==> config.mk <==
export PLATFORM = sky130hd
export DESIGN_NAME = http_response_head_parser_unit_flat
export DESIGN_NICKNAME = d
export VERILOG_FILES = /design/src/hrp_pkg.sv /design/src/hrp_channels.sv /design/src/http_response_head_parser_unit.sv /design/src/flat_wrapper.sv
export VERILOG_INCLUDE_DIRS = /design/src /design/src/src
export SDC_FILE = /design/constraint.sdc
export NUM_CORES = 1
export LEC_CHECK = 0
export ABC_AREA = 1
export CAP_MARGIN = 20
export CORE_AREA = 8 8 164 104
export DETAILED_ROUTE_END_ITERATION = 10
export DIE_AREA = 0 0 172 112
export DONT_BUFFER_PORTS = 1
export PLACE_DENSITY = 0.76
export SLEW_MARGIN = 0
export SYNTH_ARGS = -nofsm -noshare
export SYNTH_HDL_FRONTEND = slang
export SYNTH_SLANG_ARGS = --single-unit
==> constraint.sdc <==
create_clock -name clk -period 4 [get_ports clk]
set_input_delay 0.8 -clock clk [delete_from_list [all_inputs] [get_ports clk]]
set_output_delay 0.8 -clock clk [all_outputs]
set_load 0.02 [all_outputs]
==> src/assert_macros.svh <==
// Assertion macros used by the RTL parser unit.
`ifndef ASSERT_MACROS_SVH
`define ASSERT_MACROS_SVH

// Same-cycle implication, checked outside reset.
`define HRP_ASSERT_SAME(label, clk, rst_n, ante, cons) \
    label: assert property (@(posedge clk) disable iff (!rst_n) (ante) |-> (cons)) \
        else $error("hrp assertion failed");

// Next-cycle implication, checked outside reset.
`define HRP_ASSERT_NEXT(label, clk, rst_n, ante, cons) \
    label: assert property (@(posedge clk) disable iff (!rst_n) (ante) |=> (cons)) \
        else $error("hrp assertion failed");

`endif

==> src/hrp_pkg.sv <==
// Types, character codes and helpers of the HTTP response head parser.
package hrp_pkg;

    localparam int LENGTH_BITS_DEFAULT = 16;

    localparam logic [7:0] CH_TAB   = 8'd9;
    localparam logic [7:0] CH_LF    = 8'd10;
    localparam logic [7:0] CH_CR    = 8'd13;
    localparam logic [7:0] CH_SP    = 8'd32;
    localparam logic [7:0] CH_SLASH = 8'd47;
    localparam logic [7:0] CH_DOT   = 8'd46;
    localparam logic [7:0] CH_H     = 8'd72;
    localparam logic [7:0] CH_T     = 8'd84;
    localparam logic [7:0] CH_P     = 8'd80;

    localparam logic [9:0] LEGACY_STATUS = 10'd200;

    typedef enum logic [1:0] {
        OUTCOME_HEAD_END  = 2'd0,
        OUTCOME_NO_PREFIX = 2'd1,
        OUTCOME_STREAM_END = 2'd2
    } outcome_t;

    typedef enum logic [11:0] {
        PH_PREFIX0 = 12'b0000_0000_0001,
        PH_PREFIX1 = 12'b0000_0000_0010,
        PH_PREFIX2 = 12'b0000_0000_0100,
        PH_PREFIX3 = 12'b0000_0000_1000,
        PH_AFTER   = 12'b0000_0001_0000,
        PH_MAJOR   = 12'b0000_0010_0000,
        PH_MINOR   = 12'b0000_0100_0000,
        PH_SKIP    = 12'b0000_1000_0000,
        PH_DIGIT2  = 12'b0001_0000_0000,
        PH_DIGIT3  = 12'b0010_0000_0000,
        PH_GOOD    = 12'b0100_0000_0000,
        PH_BAD     = 12'b1000_0000_0000
    } phase_t;

    typedef struct packed {
        outcome_t    outcome;
        logic        status_valid;
        logic [9:0]  status_code;
        logic [15:0] head_length;
        logic [7:0]  header_lines;
    } result_t;

    function automatic logic is_digit(input logic [7:0] b);
        return (b >= 8'd48) && (b <= 8'd57);
    endfunction

    function automatic logic is_space(input logic [7:0] b);
        return (b == CH_SP) || ((b >= 8'd9) && (b <= 8'd13));
    endfunction

endpackage

==> src/hrp_channels.sv <==
// Byte and result channel interfaces of the head parser.
interface hrp_byte_if;
    logic       valid;
    logic       ready;
    logic [7:0] data_byte;
    logic       last;

    modport source (output valid, output data_byte, output last, input ready);
    modport sink (input valid, input data_byte, input last, output ready);
endinterface

interface hrp_result_if;
    logic              valid;
    logic              ready;
    hrp_pkg::outcome_t outcome;
    logic              status_valid;
    logic [9:0]        status_code;
    logic [15:0]       head_length;
    logic [7:0]        header_lines;

    modport source (output valid, output outcome, output status_valid,
                    output status_code, output head_length, output header_lines,
                    input ready);
    modport sink (input valid, input outcome, input status_valid,
                  input status_code, input head_length, input header_lines,
                  output ready);
endinterface

==> src/http_response_head_parser_unit.sv <==
// HTTP response head parser: byte stream in, one summary word per response out.
//
// byte_ch carries the response one byte per word, with last on the final byte.
// result_ch gives at most one word per response: head end found, no HTTP
// prefix (status 200 reported at once), or stream ended before the head end.
// Bytes after a result are dropped until last; after last all parse state
// returns to its reset value, so the next byte starts a new response.
// Throughput: one byte per cycle while the skid register is empty; the parse step
// is combinational between the input register and the result register.
// A taken byte waits in the input register and is parsed from there; its result
// word goes to the output register, or to the skid register while that is full.
// When result_ch stalls, one result waits in the output register and a
// second in the skid register; byte_ch.ready drops only when both are full
// and a byte is waiting in the input register.
// Reset (rst_n low, asynchronous) empties all registers and clears the
// parse state; no clearing pass follows.
// LENGTH_BITS sets the byte position counter; head_length saturates at
// 2^LENGTH_BITS-1 and at 65535.
`include "assert_macros.svh"

module http_response_head_parser_unit #(
    parameter int LENGTH_BITS = hrp_pkg::LENGTH_BITS_DEFAULT
) (
    input  logic                clk,
    input  logic                rst_n,
    hrp_byte_if.sink            byte_ch,
    hrp_result_if.source        result_ch
);

    localparam int WIDE_BITS = (LENGTH_BITS > 16) ? LENGTH_BITS : 16;

    // input register
    logic            in_valid_reg;
    logic [7:0]      byte_reg;
    logic            last_reg;

    // parse state
    logic [LENGTH_BITS-1:0] pos_reg, pos_next;
    logic [7:0]      prev_reg, prev_next;
    logic [7:0]      prev2_reg, prev2_next;
    hrp_pkg::phase_t phase_reg, phase_next;
    logic [9:0]      acc_reg, acc_next;
    logic [7:0]      lines_reg, lines_next;
    logic            line_start_reg, line_start_next;
    logic            given_reg, given_next;

    // output register and skid register
    logic            out_valid_reg, out_valid_next;
    logic            skid_valid_reg, skid_valid_next;
    hrp_pkg::result_t out_reg;
    hrp_pkg::result_t skid_reg;

    hrp_pkg::result_t res;
    logic            res_valid;
    logic            fire;
    logic            out_take;
    logic            in_take;

    // combinational helpers
    logic [LENGTH_BITS-1:0] len;
    logic [WIDE_BITS-1:0]   len_wide;
    logic [15:0]     head_len;
    logic [7:0]      expected;
    logic            in_prefix;
    logic            prefix_fail;
    logic            skip_path;
    logic [9:0]      acc_times10;
    logic            inc_line;
    logic            inc_tail;
    logic            terminator;
    logic [7:0]      lines_a;
    logic [7:0]      lines_b;
    logic            good_next;

    assign fire     = in_valid_reg && !skid_valid_reg;
    assign out_take = out_valid_reg && result_ch.ready;
    assign byte_ch.ready = !(in_valid_reg && skid_valid_reg);
    assign in_take  = byte_ch.valid && byte_ch.ready;

    assign len      = (pos_reg != {LENGTH_BITS{1'b1}}) ? pos_reg + 1'b1 : pos_reg;
    assign len_wide = WIDE_BITS'(len);
    assign head_len = (len_wide > WIDE_BITS'(16'hFFFF)) ? 16'hFFFF : len_wide[15:0];

    assign acc_times10 = {acc_reg[6:0], 3'b000} + {acc_reg[8:0], 1'b0};

    always_comb
    begin
        in_prefix = 1'b1;
        case (phase_reg)
            hrp_pkg::PH_PREFIX0: expected = hrp_pkg::CH_H;
            hrp_pkg::PH_PREFIX1: expected = hrp_pkg::CH_T;
            hrp_pkg::PH_PREFIX2: expected = hrp_pkg::CH_T;
            hrp_pkg::PH_PREFIX3: expected = hrp_pkg::CH_P;
            default:
            begin
                expected  = 8'd0;
                in_prefix = 1'b0;
            end
        endcase
        prefix_fail = in_prefix && (byte_reg != expected);
    end

    // version, white space and status digits
    always_comb
    begin
        phase_next = phase_reg;
        acc_next   = acc_reg;
        skip_path  = 1'b0;
        case (phase_reg)
            hrp_pkg::PH_PREFIX0: phase_next = hrp_pkg::PH_PREFIX1;
            hrp_pkg::PH_PREFIX1: phase_next = hrp_pkg::PH_PREFIX2;
            hrp_pkg::PH_PREFIX2: phase_next = hrp_pkg::PH_PREFIX3;
            hrp_pkg::PH_PREFIX3: phase_next = hrp_pkg::PH_AFTER;
            hrp_pkg::PH_AFTER:
            begin
                if (byte_reg == hrp_pkg::CH_SLASH)
                    phase_next = hrp_pkg::PH_MAJOR;
                else
                    skip_path = 1'b1;
            end
            hrp_pkg::PH_MAJOR:
            begin
                if (hrp_pkg::is_digit(byte_reg))
                    phase_next = hrp_pkg::PH_MAJOR;
                else if (byte_reg == hrp_pkg::CH_DOT)
                    phase_next = hrp_pkg::PH_MINOR;
                else
                    skip_path = 1'b1;
            end
            hrp_pkg::PH_MINOR:
            begin
                if (hrp_pkg::is_digit(byte_reg))
                    phase_next = hrp_pkg::PH_MINOR;
                else
                    skip_path = 1'b1;
            end
            hrp_pkg::PH_SKIP: skip_path = 1'b1;
            hrp_pkg::PH_DIGIT2:
            begin
                if (hrp_pkg::is_digit(byte_reg))
                begin
                    phase_next = hrp_pkg::PH_DIGIT3;
                    acc_next   = acc_times10 + {6'd0, byte_reg[3:0]};
                end
                else
                    phase_next = hrp_pkg::PH_BAD;
            end
            hrp_pkg::PH_DIGIT3:
            begin
                if (hrp_pkg::is_digit(byte_reg))
                begin
                    phase_next = hrp_pkg::PH_GOOD;
                    acc_next   = acc_times10 + {6'd0, byte_reg[3:0]};
                end
                else
                    phase_next = hrp_pkg::PH_BAD;
            end
            default: phase_next = phase_reg;
        endcase
        if (skip_path)
        begin
            if (hrp_pkg::is_space(byte_reg))
                phase_next = hrp_pkg::PH_SKIP;
            else if (hrp_pkg::is_digit(byte_reg))
            begin
                phase_next = hrp_pkg::PH_DIGIT2;
                acc_next   = {6'd0, byte_reg[3:0]};
            end
            else
                phase_next = hrp_pkg::PH_BAD;
        end
    end

    // line counting and end-of-head detection
    always_comb
    begin
        if (line_start_reg)
            inc_line = (byte_reg != hrp_pkg::CH_SP) && (byte_reg != hrp_pkg::CH_TAB)
                    && (byte_reg != hrp_pkg::CH_CR) && (byte_reg != hrp_pkg::CH_LF);
        else
            inc_line = (prev_reg == hrp_pkg::CH_CR) && (prev2_reg == hrp_pkg::CH_LF)
                    && (byte_reg != hrp_pkg::CH_LF);
        terminator = (byte_reg == hrp_pkg::CH_LF)
                  && ((prev_reg == hrp_pkg::CH_LF)
                   || ((prev_reg == hrp_pkg::CH_CR) && (prev2_reg == hrp_pkg::CH_LF)));
        // a final CR right after LF still opens a line
        inc_tail = !terminator && last_reg && (byte_reg == hrp_pkg::CH_CR)
                && (prev_reg == hrp_pkg::CH_LF);
        lines_a  = (inc_line && (lines_reg != 8'hFF)) ? lines_reg + 8'd1 : lines_reg;
        lines_b  = (inc_tail && (lines_a != 8'hFF)) ? lines_a + 8'd1 : lines_a;
        good_next = (phase_next == hrp_pkg::PH_GOOD);
    end

    // result word and state update for the byte in the input register
    always_comb
    begin
        res_valid         = 1'b0;
        res.outcome       = hrp_pkg::OUTCOME_HEAD_END;
        res.status_valid  = 1'b0;
        res.status_code   = 10'd0;
        res.head_length   = head_len;
        res.header_lines  = lines_a;

        pos_next        = pos_reg;
        prev_next       = prev_reg;
        prev2_next      = prev2_reg;
        lines_next      = lines_reg;
        line_start_next = line_start_reg;
        given_next      = given_reg;

        if (!given_reg)
        begin
            if (prefix_fail)
            begin
                res_valid        = 1'b1;
                res.outcome      = hrp_pkg::OUTCOME_NO_PREFIX;
                res.status_valid = 1'b1;
                res.status_code  = hrp_pkg::LEGACY_STATUS;
                res.head_length  = 16'd0;
                res.header_lines = 8'd0;
                given_next       = 1'b1;
            end
            else
            begin
                if (terminator)
                begin
                    res_valid        = 1'b1;
                    res.outcome      = hrp_pkg::OUTCOME_HEAD_END;
                    res.status_valid = good_next;
                    res.status_code  = good_next ? acc_next : 10'd0;
                    given_next       = 1'b1;
                end
                else if (last_reg)
                begin
                    res_valid        = 1'b1;
                    res.outcome      = hrp_pkg::OUTCOME_STREAM_END;
                    res.status_valid = good_next && (byte_reg == hrp_pkg::CH_LF);
                    res.status_code  = res.status_valid ? acc_next : 10'd0;
                    res.header_lines = lines_b;
                    given_next       = 1'b1;
                end
                pos_next        = len;
                prev_next       = byte_reg;
                prev2_next      = prev_reg;
                lines_next      = lines_a;
                line_start_next = (byte_reg == hrp_pkg::CH_LF);
            end
        end
    end

    // output register with one skid entry
    always_comb
    begin
        out_valid_next  = out_valid_reg;
        skid_valid_next = skid_valid_reg;
        if (skid_valid_reg)
        begin
            if (out_take)
                skid_valid_next = 1'b0;
        end
        else if (fire && res_valid)
        begin
            if (!out_valid_reg || out_take)
                out_valid_next = 1'b1;
            else
                skid_valid_next = 1'b1;
        end
        else if (out_take)
            out_valid_next = 1'b0;
    end

    always_ff @(posedge clk or negedge rst_n)
    begin
        if (!rst_n)
        begin
            in_valid_reg   <= 1'b0;
            out_valid_reg  <= 1'b0;
            skid_valid_reg <= 1'b0;
            pos_reg        <= '0;
            prev_reg       <= 8'd0;
            prev2_reg      <= 8'd0;
            phase_reg      <= hrp_pkg::PH_PREFIX0;
            acc_reg        <= 10'd0;
            lines_reg      <= 8'd0;
            line_start_reg <= 1'b1;
            given_reg      <= 1'b0;
        end
        else
        begin
            if (in_take)
                in_valid_reg <= 1'b1;
            else if (fire)
                in_valid_reg <= 1'b0;
            out_valid_reg  <= out_valid_next;
            skid_valid_reg <= skid_valid_next;
            if (fire)
            begin
                if (last_reg)
                begin
                    // end of response: start over
                    pos_reg        <= '0;
                    prev_reg       <= 8'd0;
                    prev2_reg      <= 8'd0;
                    phase_reg      <= hrp_pkg::PH_PREFIX0;
                    acc_reg        <= 10'd0;
                    lines_reg      <= 8'd0;
                    line_start_reg <= 1'b1;
                    given_reg      <= 1'b0;
                end
                else
                begin
                    pos_reg        <= pos_next;
                    prev_reg       <= prev_next;
                    prev2_reg      <= prev2_next;
                    lines_reg      <= lines_next;
                    line_start_reg <= line_start_next;
                    given_reg      <= given_next;
                    if (!given_reg && !prefix_fail)
                    begin
                        phase_reg <= phase_next;
                        acc_reg   <= acc_next;
                    end
                end
            end
        end
    end

    always_ff @(posedge clk)
    begin
        if (in_take)
        begin
            byte_reg <= byte_ch.data_byte;
            last_reg <= byte_ch.last;
        end
        if (skid_valid_reg)
        begin
            if (out_take)
                out_reg <= skid_reg;
        end
        else if (fire && res_valid)
        begin
            if (!out_valid_reg || out_take)
                out_reg <= res;
            else
                skid_reg <= res;
        end
    end

    assign result_ch.valid        = out_valid_reg;
    assign result_ch.outcome      = out_reg.outcome;
    assign result_ch.status_valid = out_reg.status_valid;
    assign result_ch.status_code  = out_reg.status_code;
    assign result_ch.head_length  = out_reg.head_length;
    assign result_ch.header_lines = out_reg.header_lines;

    `HRP_ASSERT_SAME(a_skid_behind_out, clk, rst_n, skid_valid_reg, out_valid_reg)
    `HRP_ASSERT_NEXT(a_stall_to_skid, clk, rst_n,
        fire && res_valid && out_valid_reg && !result_ch.ready, skid_valid_reg)
    `HRP_ASSERT_SAME(a_one_result, clk, rst_n, fire && given_reg, !res_valid)
    `HRP_ASSERT_NEXT(a_last_restarts, clk, rst_n, fire && last_reg,
        (phase_reg == hrp_pkg::PH_PREFIX0) && (pos_reg == '0) && !given_reg)

endmodule

==> src/flat_wrapper.sv <==
// flat-port wrapper written by rule: the top's interface ports become plain ports
module http_response_head_parser_unit_flat 
#(
    parameter int LENGTH_BITS = hrp_pkg::LENGTH_BITS_DEFAULT
)
  (clk, rst_n, byte_ch_valid, byte_ch_data_byte, byte_ch_last, byte_ch_ready, result_ch_valid, result_ch_outcome, result_ch_status_valid, result_ch_status_code, result_ch_head_length, result_ch_header_lines, result_ch_ready);
  hrp_byte_if byte_ch_i ();
  hrp_result_if result_ch_i ();
  input  logic clk;
  input  logic rst_n;
  input wire logic [$bits(byte_ch_i.valid)-1:0] byte_ch_valid;
  input wire logic [$bits(byte_ch_i.data_byte)-1:0] byte_ch_data_byte;
  input wire logic [$bits(byte_ch_i.last)-1:0] byte_ch_last;
  output wire logic [$bits(byte_ch_i.ready)-1:0] byte_ch_ready;
  output wire logic [$bits(result_ch_i.valid)-1:0] result_ch_valid;
  output wire logic [$bits(result_ch_i.outcome)-1:0] result_ch_outcome;
  output wire logic [$bits(result_ch_i.status_valid)-1:0] result_ch_status_valid;
  output wire logic [$bits(result_ch_i.status_code)-1:0] result_ch_status_code;
  output wire logic [$bits(result_ch_i.head_length)-1:0] result_ch_head_length;
  output wire logic [$bits(result_ch_i.header_lines)-1:0] result_ch_header_lines;
  input wire logic [$bits(result_ch_i.ready)-1:0] result_ch_ready;
  assign byte_ch_i.valid = byte_ch_valid;
  assign byte_ch_i.data_byte = byte_ch_data_byte;
  assign byte_ch_i.last = byte_ch_last;
  assign byte_ch_ready = byte_ch_i.ready;
  assign result_ch_valid = result_ch_i.valid;
  assign result_ch_outcome = result_ch_i.outcome;
  assign result_ch_status_valid = result_ch_i.status_valid;
  assign result_ch_status_code = result_ch_i.status_code;
  assign result_ch_head_length = result_ch_i.head_length;
  assign result_ch_header_lines = result_ch_i.header_lines;
  assign result_ch_i.ready = result_ch_ready;
  http_response_head_parser_unit #(.LENGTH_BITS(LENGTH_BITS)) u_core (.clk(clk), .rst_n(rst_n), .byte_ch(byte_ch_i), .result_ch(result_ch_i));
endmodule
Word-level counts from Yosys, hierarchy flattened
Cells that the tools add are included.
{"block": "word_totals", "reg_bits": 150, "in_bits": 13, "word_cells": 186}
{"block": "classes", "add_sub_neg": 5, "n_lt_le_gt_ge": 5, "n_eq_ne": 31, "mux": 77, "n_bitwise": 2, "n_reduce_logical": 43}
{"operator": "two-way mux 37 bit", "count": 5}
{"operator": "two-way mux 12 bit", "count": 11}
{"operator": "two-way mux 8 bit", "count": 14}
{"operator": "one-hot mux 12 bit (9 select lines)", "count": 1}
{"operator": "two-way mux 16 bit", "count": 6}
{"operator": "two-way mux 10 bit", "count": 9}
{"operator": "== test 8 x 4 -> 1 bit, second input constant", "count": 5}
{"operator": "two-way mux 13 bit", "count": 3}
{"operator": "two-way mux 1 bit", "count": 26}
{"operator": "== test 8 x 6 -> 1 bit, second input constant", "count": 3}
{"operator": "inequality test 8 x 4 -> 1 bit, second input constant", "count": 3}
{"operator": "logical AND 1 bit", "count": 21}
{"operator": "one-hot mux 7 bit (3 select lines)", "count": 1}
{"operator": "adder 16 x 1 -> 16 bit, second input constant", "count": 1}
{"operator": "adder 8 x 1 -> 8 bit, second input constant", "count": 2}
{"operator": "> comparator 16 bit, second input constant", "count": 1}
{"operator": "inequality test 16 bit, second input constant", "count": 1}
{"operator": "inequality test 8 bit, second input constant", "count": 2}
{"operator": "== test 12 x 1 -> 1 bit, second input constant", "count": 1}
{"operator": "== test 12 x 10 -> 1 bit, second input constant", "count": 1}
{"operator": "== test 12 x 11 -> 1 bit, second input constant", "count": 1}
{"operator": "== test 12 x 2 -> 1 bit, second input constant", "count": 1}
{"operator": "== test 12 x 3 -> 1 bit, second input constant", "count": 1}
{"operator": "== test 12 x 4 -> 1 bit, second input constant", "count": 1}
{"operator": "other kinds (24)", "count": 42}

Depth between registers and ports, before layout
{"block": "depth", "word_depth": 17, "depth_mapped": 20}

Worst setup path before layout
No wires, ideal clock.
{"block": "synth_timing", "kind": "reg-to-reg", "start": "register u_core.phase_reg[0]", "end": "register u_core.out_reg (netlist bit u_core.result_ch.head_length[0]), enable pin", "arrival_time_ns": 3.245, "required_time_ns": 3.569, "slack_ns": 0.324, "path_stages_with_launch": 14, "path_buffers": 0, "synth_period_minus_slack_ns": 3.676, "path_cell_list": "dfstp_2 inv_1 nand2_1 nor2_1 o21ai_1 nand2_1 xor2_1 nand4_1 nand2_1 nand2_1 nand2_1 a21oi_1 a21oi_1 nor2_1"}
{"block": "synth_between", "elab_chain_len": 10, "word_cells_on_any_way": 15, "classes_between": "5 x eq/ne; 4 x mux; 6 x reduce/logical"}
{"item": "from (decl)", "line_no": "http_response_head_parser_unit.sv:41", "rtl": "hrp_pkg::phase_t phase_reg, phase_next;"}
{"item": "from (signal assigned)", "line_no": "http_response_head_parser_unit.sv:282", "rtl": "phase_reg <= hrp_pkg::PH_PREFIX0;"}
{"item": "from (signal assigned)", "line_no": "http_response_head_parser_unit.sv:304", "rtl": "phase_reg <= hrp_pkg::PH_PREFIX0;"}
{"item": "from (signal assigned)", "line_no": "http_response_head_parser_unit.sv:320", "rtl": "phase_reg <= phase_next;"}
{"item": "== test 12 x 2 -> 1 bit / == test 12 x 3 -> 1 bit (equally long branches)", "line_no": "http_response_head_parser_unit.sv:89", "rtl": "case (phase_reg)"}
{"item": "OR reduction 2 bit (no source line)"}
{"item": "one-hot mux 7 bit (3 select lines)", "line_no": "http_response_head_parser_unit.sv:89"}
{"item": "inequality test 8 x 7 -> 1 bit", "line_no": "http_response_head_parser_unit.sv:100", "rtl": "prefix_fail = in_prefix && (byte_reg != expected);"}
{"item": "logical AND 1 bit *", "line_no": "http_response_head_parser_unit.sv:100"}
{"item": "two-way mux 1 bit *", "line_no": "http_response_head_parser_unit.sv:213", "rtl": "if (prefix_fail)"}
{"item": "two-way mux 1 bit *", "line_no": "http_response_head_parser_unit.sv:211", "rtl": "if (!given_reg)"}
{"item": "logical AND 1 bit *", "line_no": "http_response_head_parser_unit.sv:340", "rtl": "else if (fire && res_valid)"}
{"item": "nonzero test 2 bit (no source line) *"}
{"item": "AND reduction 3 bit (no source line) *"}
{"item": "to (signal assigned)", "line_no": "http_response_head_parser_unit.sv:338", "rtl": "out_reg <= skid_reg;"}
{"item": "to (signal assigned)", "line_no": "http_response_head_parser_unit.sv:343", "rtl": "out_reg <= res;"}
{"item": "to (decl)", "line_no": "http_response_head_parser_unit.sv:50", "rtl": "hrp_pkg::result_t out_reg;"}
Every way passes the cells marked *; elsewhere a longest branch is shown, timed or not.
A chain may end at the register's enable or synchronous reset.

==> run metrics <==
CP cell instances nor4_1 > nand4_1 > nand2_1 > nand2_2 > xor2_1 > ha_1 > nand3_1 > nor2_2 > nand3_2 > nand2_1 > inv_2 > nand2_1 > nand2_1 > and3_1; Crit. End Element flop; final WL 20.6 mm; Post-Syn Instances 999; Placed Area 8580 um2; Post-Synth Simple-Gate Area 24.9%; Final Hold Viols 0; max FFs per register 37; min-delay worst type in2async; Post-synth EDFFs 83; CTS tree done; Cell Rows 35; Worst VDD drop 0.435 mV; root buf cell clkbuf_16; Clk pin slew, worst setup/hold paths 0.07 ns; vias in the first global route 6557; PwrDens 782 nW/um2; Crit path max-delay family simple AND/OR/NAND/NOR gates; hold buffer count at cts 0; crit path max-delay cell type nor4_1; clk buf depth 2; IO Port Bufs 0; Via density 5.64; Synth top cells by count nand2_1 (273), inv_1 (136), edfxtp_1 (83), o21ai_0 (83), nor2_1 (81); Critical Path Start Type flop; CP Max Fanout 9; syn nets 1031; FMAX 0.300 GHz; Synth Area in Compound Gates 11.1%; routed len/inst 16.9 um; Starting Density 56.3%; Final Cell Area 9170 um2; CTS resizes 0; slew at the pin closest to its max-slew limit 0.689 ns; Synth Area in Adders 3.03%; max incr delay on CP 0.62 ns; Synth cell types 46; Worst path most repeated cell nand2_1; Worst-Skew Late Latency 0.43 ns; skew final 0.0147 ns; htree depth 4; syn_area_per_cell 8.34 um2; largest area contributor in the synthesized netlist edfxtp_1; worst setup path class reg2reg; GPL Wtd Cong 0.974; #FFs+latches synth 150; Main synth FF type edfxtp_1; sequential fraction of the synthesis area 50.1%; largest cells by area after synthesis edfxtp_1 (30%), dfrtp_1 (20%), nand2_1 (12%); # clock sinks 150; nets@finish 1033; WP data arrival 3.52 ns; Bufs and invs on worst path 1; Ys Warns 0; layout cells sized above 1 7.79%; most common cell in the netlist nand2_1; ANT nets after route 0; xor and xnor area share after synthesis 2.52%; gr usage total 22.2%; global-route wire length before repair 34.2 mm; Area Growth Syn to Fin 10.1%; final setup violation count 0; fin crit share 83.2%; post-DP HPWL 14.6 mm; initial antenna violation count 2; setup tns final 0 ns; Crit path required time 4.19 ns; total gr overflow 0; DRC violation total after the first TritonRoute iteration 817; Pre-Repair DR Iteration Count 5; ys async rst share 44.7%; Core Area 14800 um2; IO Pins 52; min cycle time layout 3.33 ns; largest net degree at the start of global routing 68; main combinational cell family by area after synthesis simple AND/OR/NAND/NOR gates; Setup Fix Bufs, Post-CTS 0; status finished clean; top cell type's share of synthesized area 29.9%; Die Width 172 um; Post-Syn Area 8330 um2; post-synthesis mux area share 0%; total die area 19300 um2; RSZ-0062 raised after global routing no; routed vias 6873; Final Max Tran Viols 0; die height 112 um; P_leak 4.25 nW; slew margin rel. 53.6%; DRC viols 0; Max-cap violations 0; CTS Buf Count 17
[cell usage in the layout (no fill, tap or decap), types with 2 or more instances in the layout]
master,instances
a21boi_0,3
a21o_1,3
a21oi_1,29
a32o_1,16
and3_1,5
buf_12,2
buf_4,10
clkbuf_16,17
clkinv_1,3
clkinv_4,2
dfrtp_1,65
dfstp_2,2
edfxtp_1,83
fa_1,2
ha_1,17
inv_1,136
inv_2,9
inv_6,5
inv_8,5
nand2_1,273
nand2_2,4
nand3_1,37
nand3_2,3
nand4_1,33
nor2_1,79
nor2_2,3
nor2_4,6
nor3_1,16
nor3_4,2
nor4_1,5
o211ai_1,2
o21a_1,3
o21ai_0,83
o21ai_1,9
o21bai_1,2
o31ai_1,2
xnor2_1,6
xor2_1,18
[kinds of logic (layout without fill, tap and decap cells)]
kind of cell,count (synthesis),after routing
AO/OA/AOI/OAI,158,158
XOR/XNOR,24,24
adder cells (fa/ha/maj),19,19
buffers and inverters,177,192
flip-flops,150,150
other,0,1
AND/OR/NAND/NOR,471,471
[final timing paths]
check / slack [ns] / start / cells past startpoint / endpoint
setup reg to reg: 0.67 / u_core.prev2_reg[4] / 14 / u_core.skid_reg[4]
hold reg to reg: 0.51 / u_core.byte_reg[0] / 1 / u_core.prev_reg[0]
max in group asynchronous: 3.73 / rst_n / 0 / u_core.line_start_reg
min in group clk: 0.47 / byte_ch_data_byte[7] / 0 / u_core.byte_reg[7]
hold / removal: 0.06 / rst_n / 0 / u_core.pos_reg[10]
setup / recovery: 0.67 / u_core.prev2_reg[4] / 14 / u_core.skid_reg[4]
[area by class of cell]
type / count / area (um2)
Antenna cell: 1 / 2.50
Clock buffer: 17 / 425
Clock inverter: 15 / 160
Fill cell: 1279 / 5630
Inverter: 148 / 556
Multi-Input combinational cell: 672 / 3490
Sequential cell: 150 / 4170
Tap cell: 203 / 254
Timing Repair Buffer: 12 / 115
[report_power, final]
group	total (mW)	switching (mW)	internal, mW
sequential	2.72	0.476	2.25
clock	1.60	0.717	0.887
combinational	2.84	2.05	0.791
[layer usage]
| metal | global-route usage, % | vias up | share of wire, % |
|---|---|---|---|
| met5 | 0 | - | 0.049 |
| met3 | 6.36 | 26 | 9.5 |
| met2 | 30.8 | 333 | 41 |
| met4 | 4.63 | 2 | 0.98 |
| li1 | - | 3316 | - |
| met1 | 33.7 | 3196 | 48 |
[per-stage QoR]
| stage | std cells | util (%) | hold slack [ns] | setup slack, ns | power, mW |
|---|---|---|---|---|---|
| 2_1_floorplan | 999 | - | 0.466 | 0.324 | 4.69 |
| 3_3_place_gp | 1184 | 57.9 | 0.494 | 0.797 | 5.45 |
| 3_5_place_dp | 1185 | 58.0 | 0.490 | 0.764 | 5.50 |
| 4_1_cts | 1217 | 61.9 | 0.0498 | 0.723 | 7.12 |
| 5_1_grt | 1217 | 61.9 | 0.0458 | 0.359 | 7.62 |
| 6_report | 1218 | 62.0 | 0.0645 | 0.672 | 7.17 |
No activity file was read; power rests on OpenSTA's default activity.
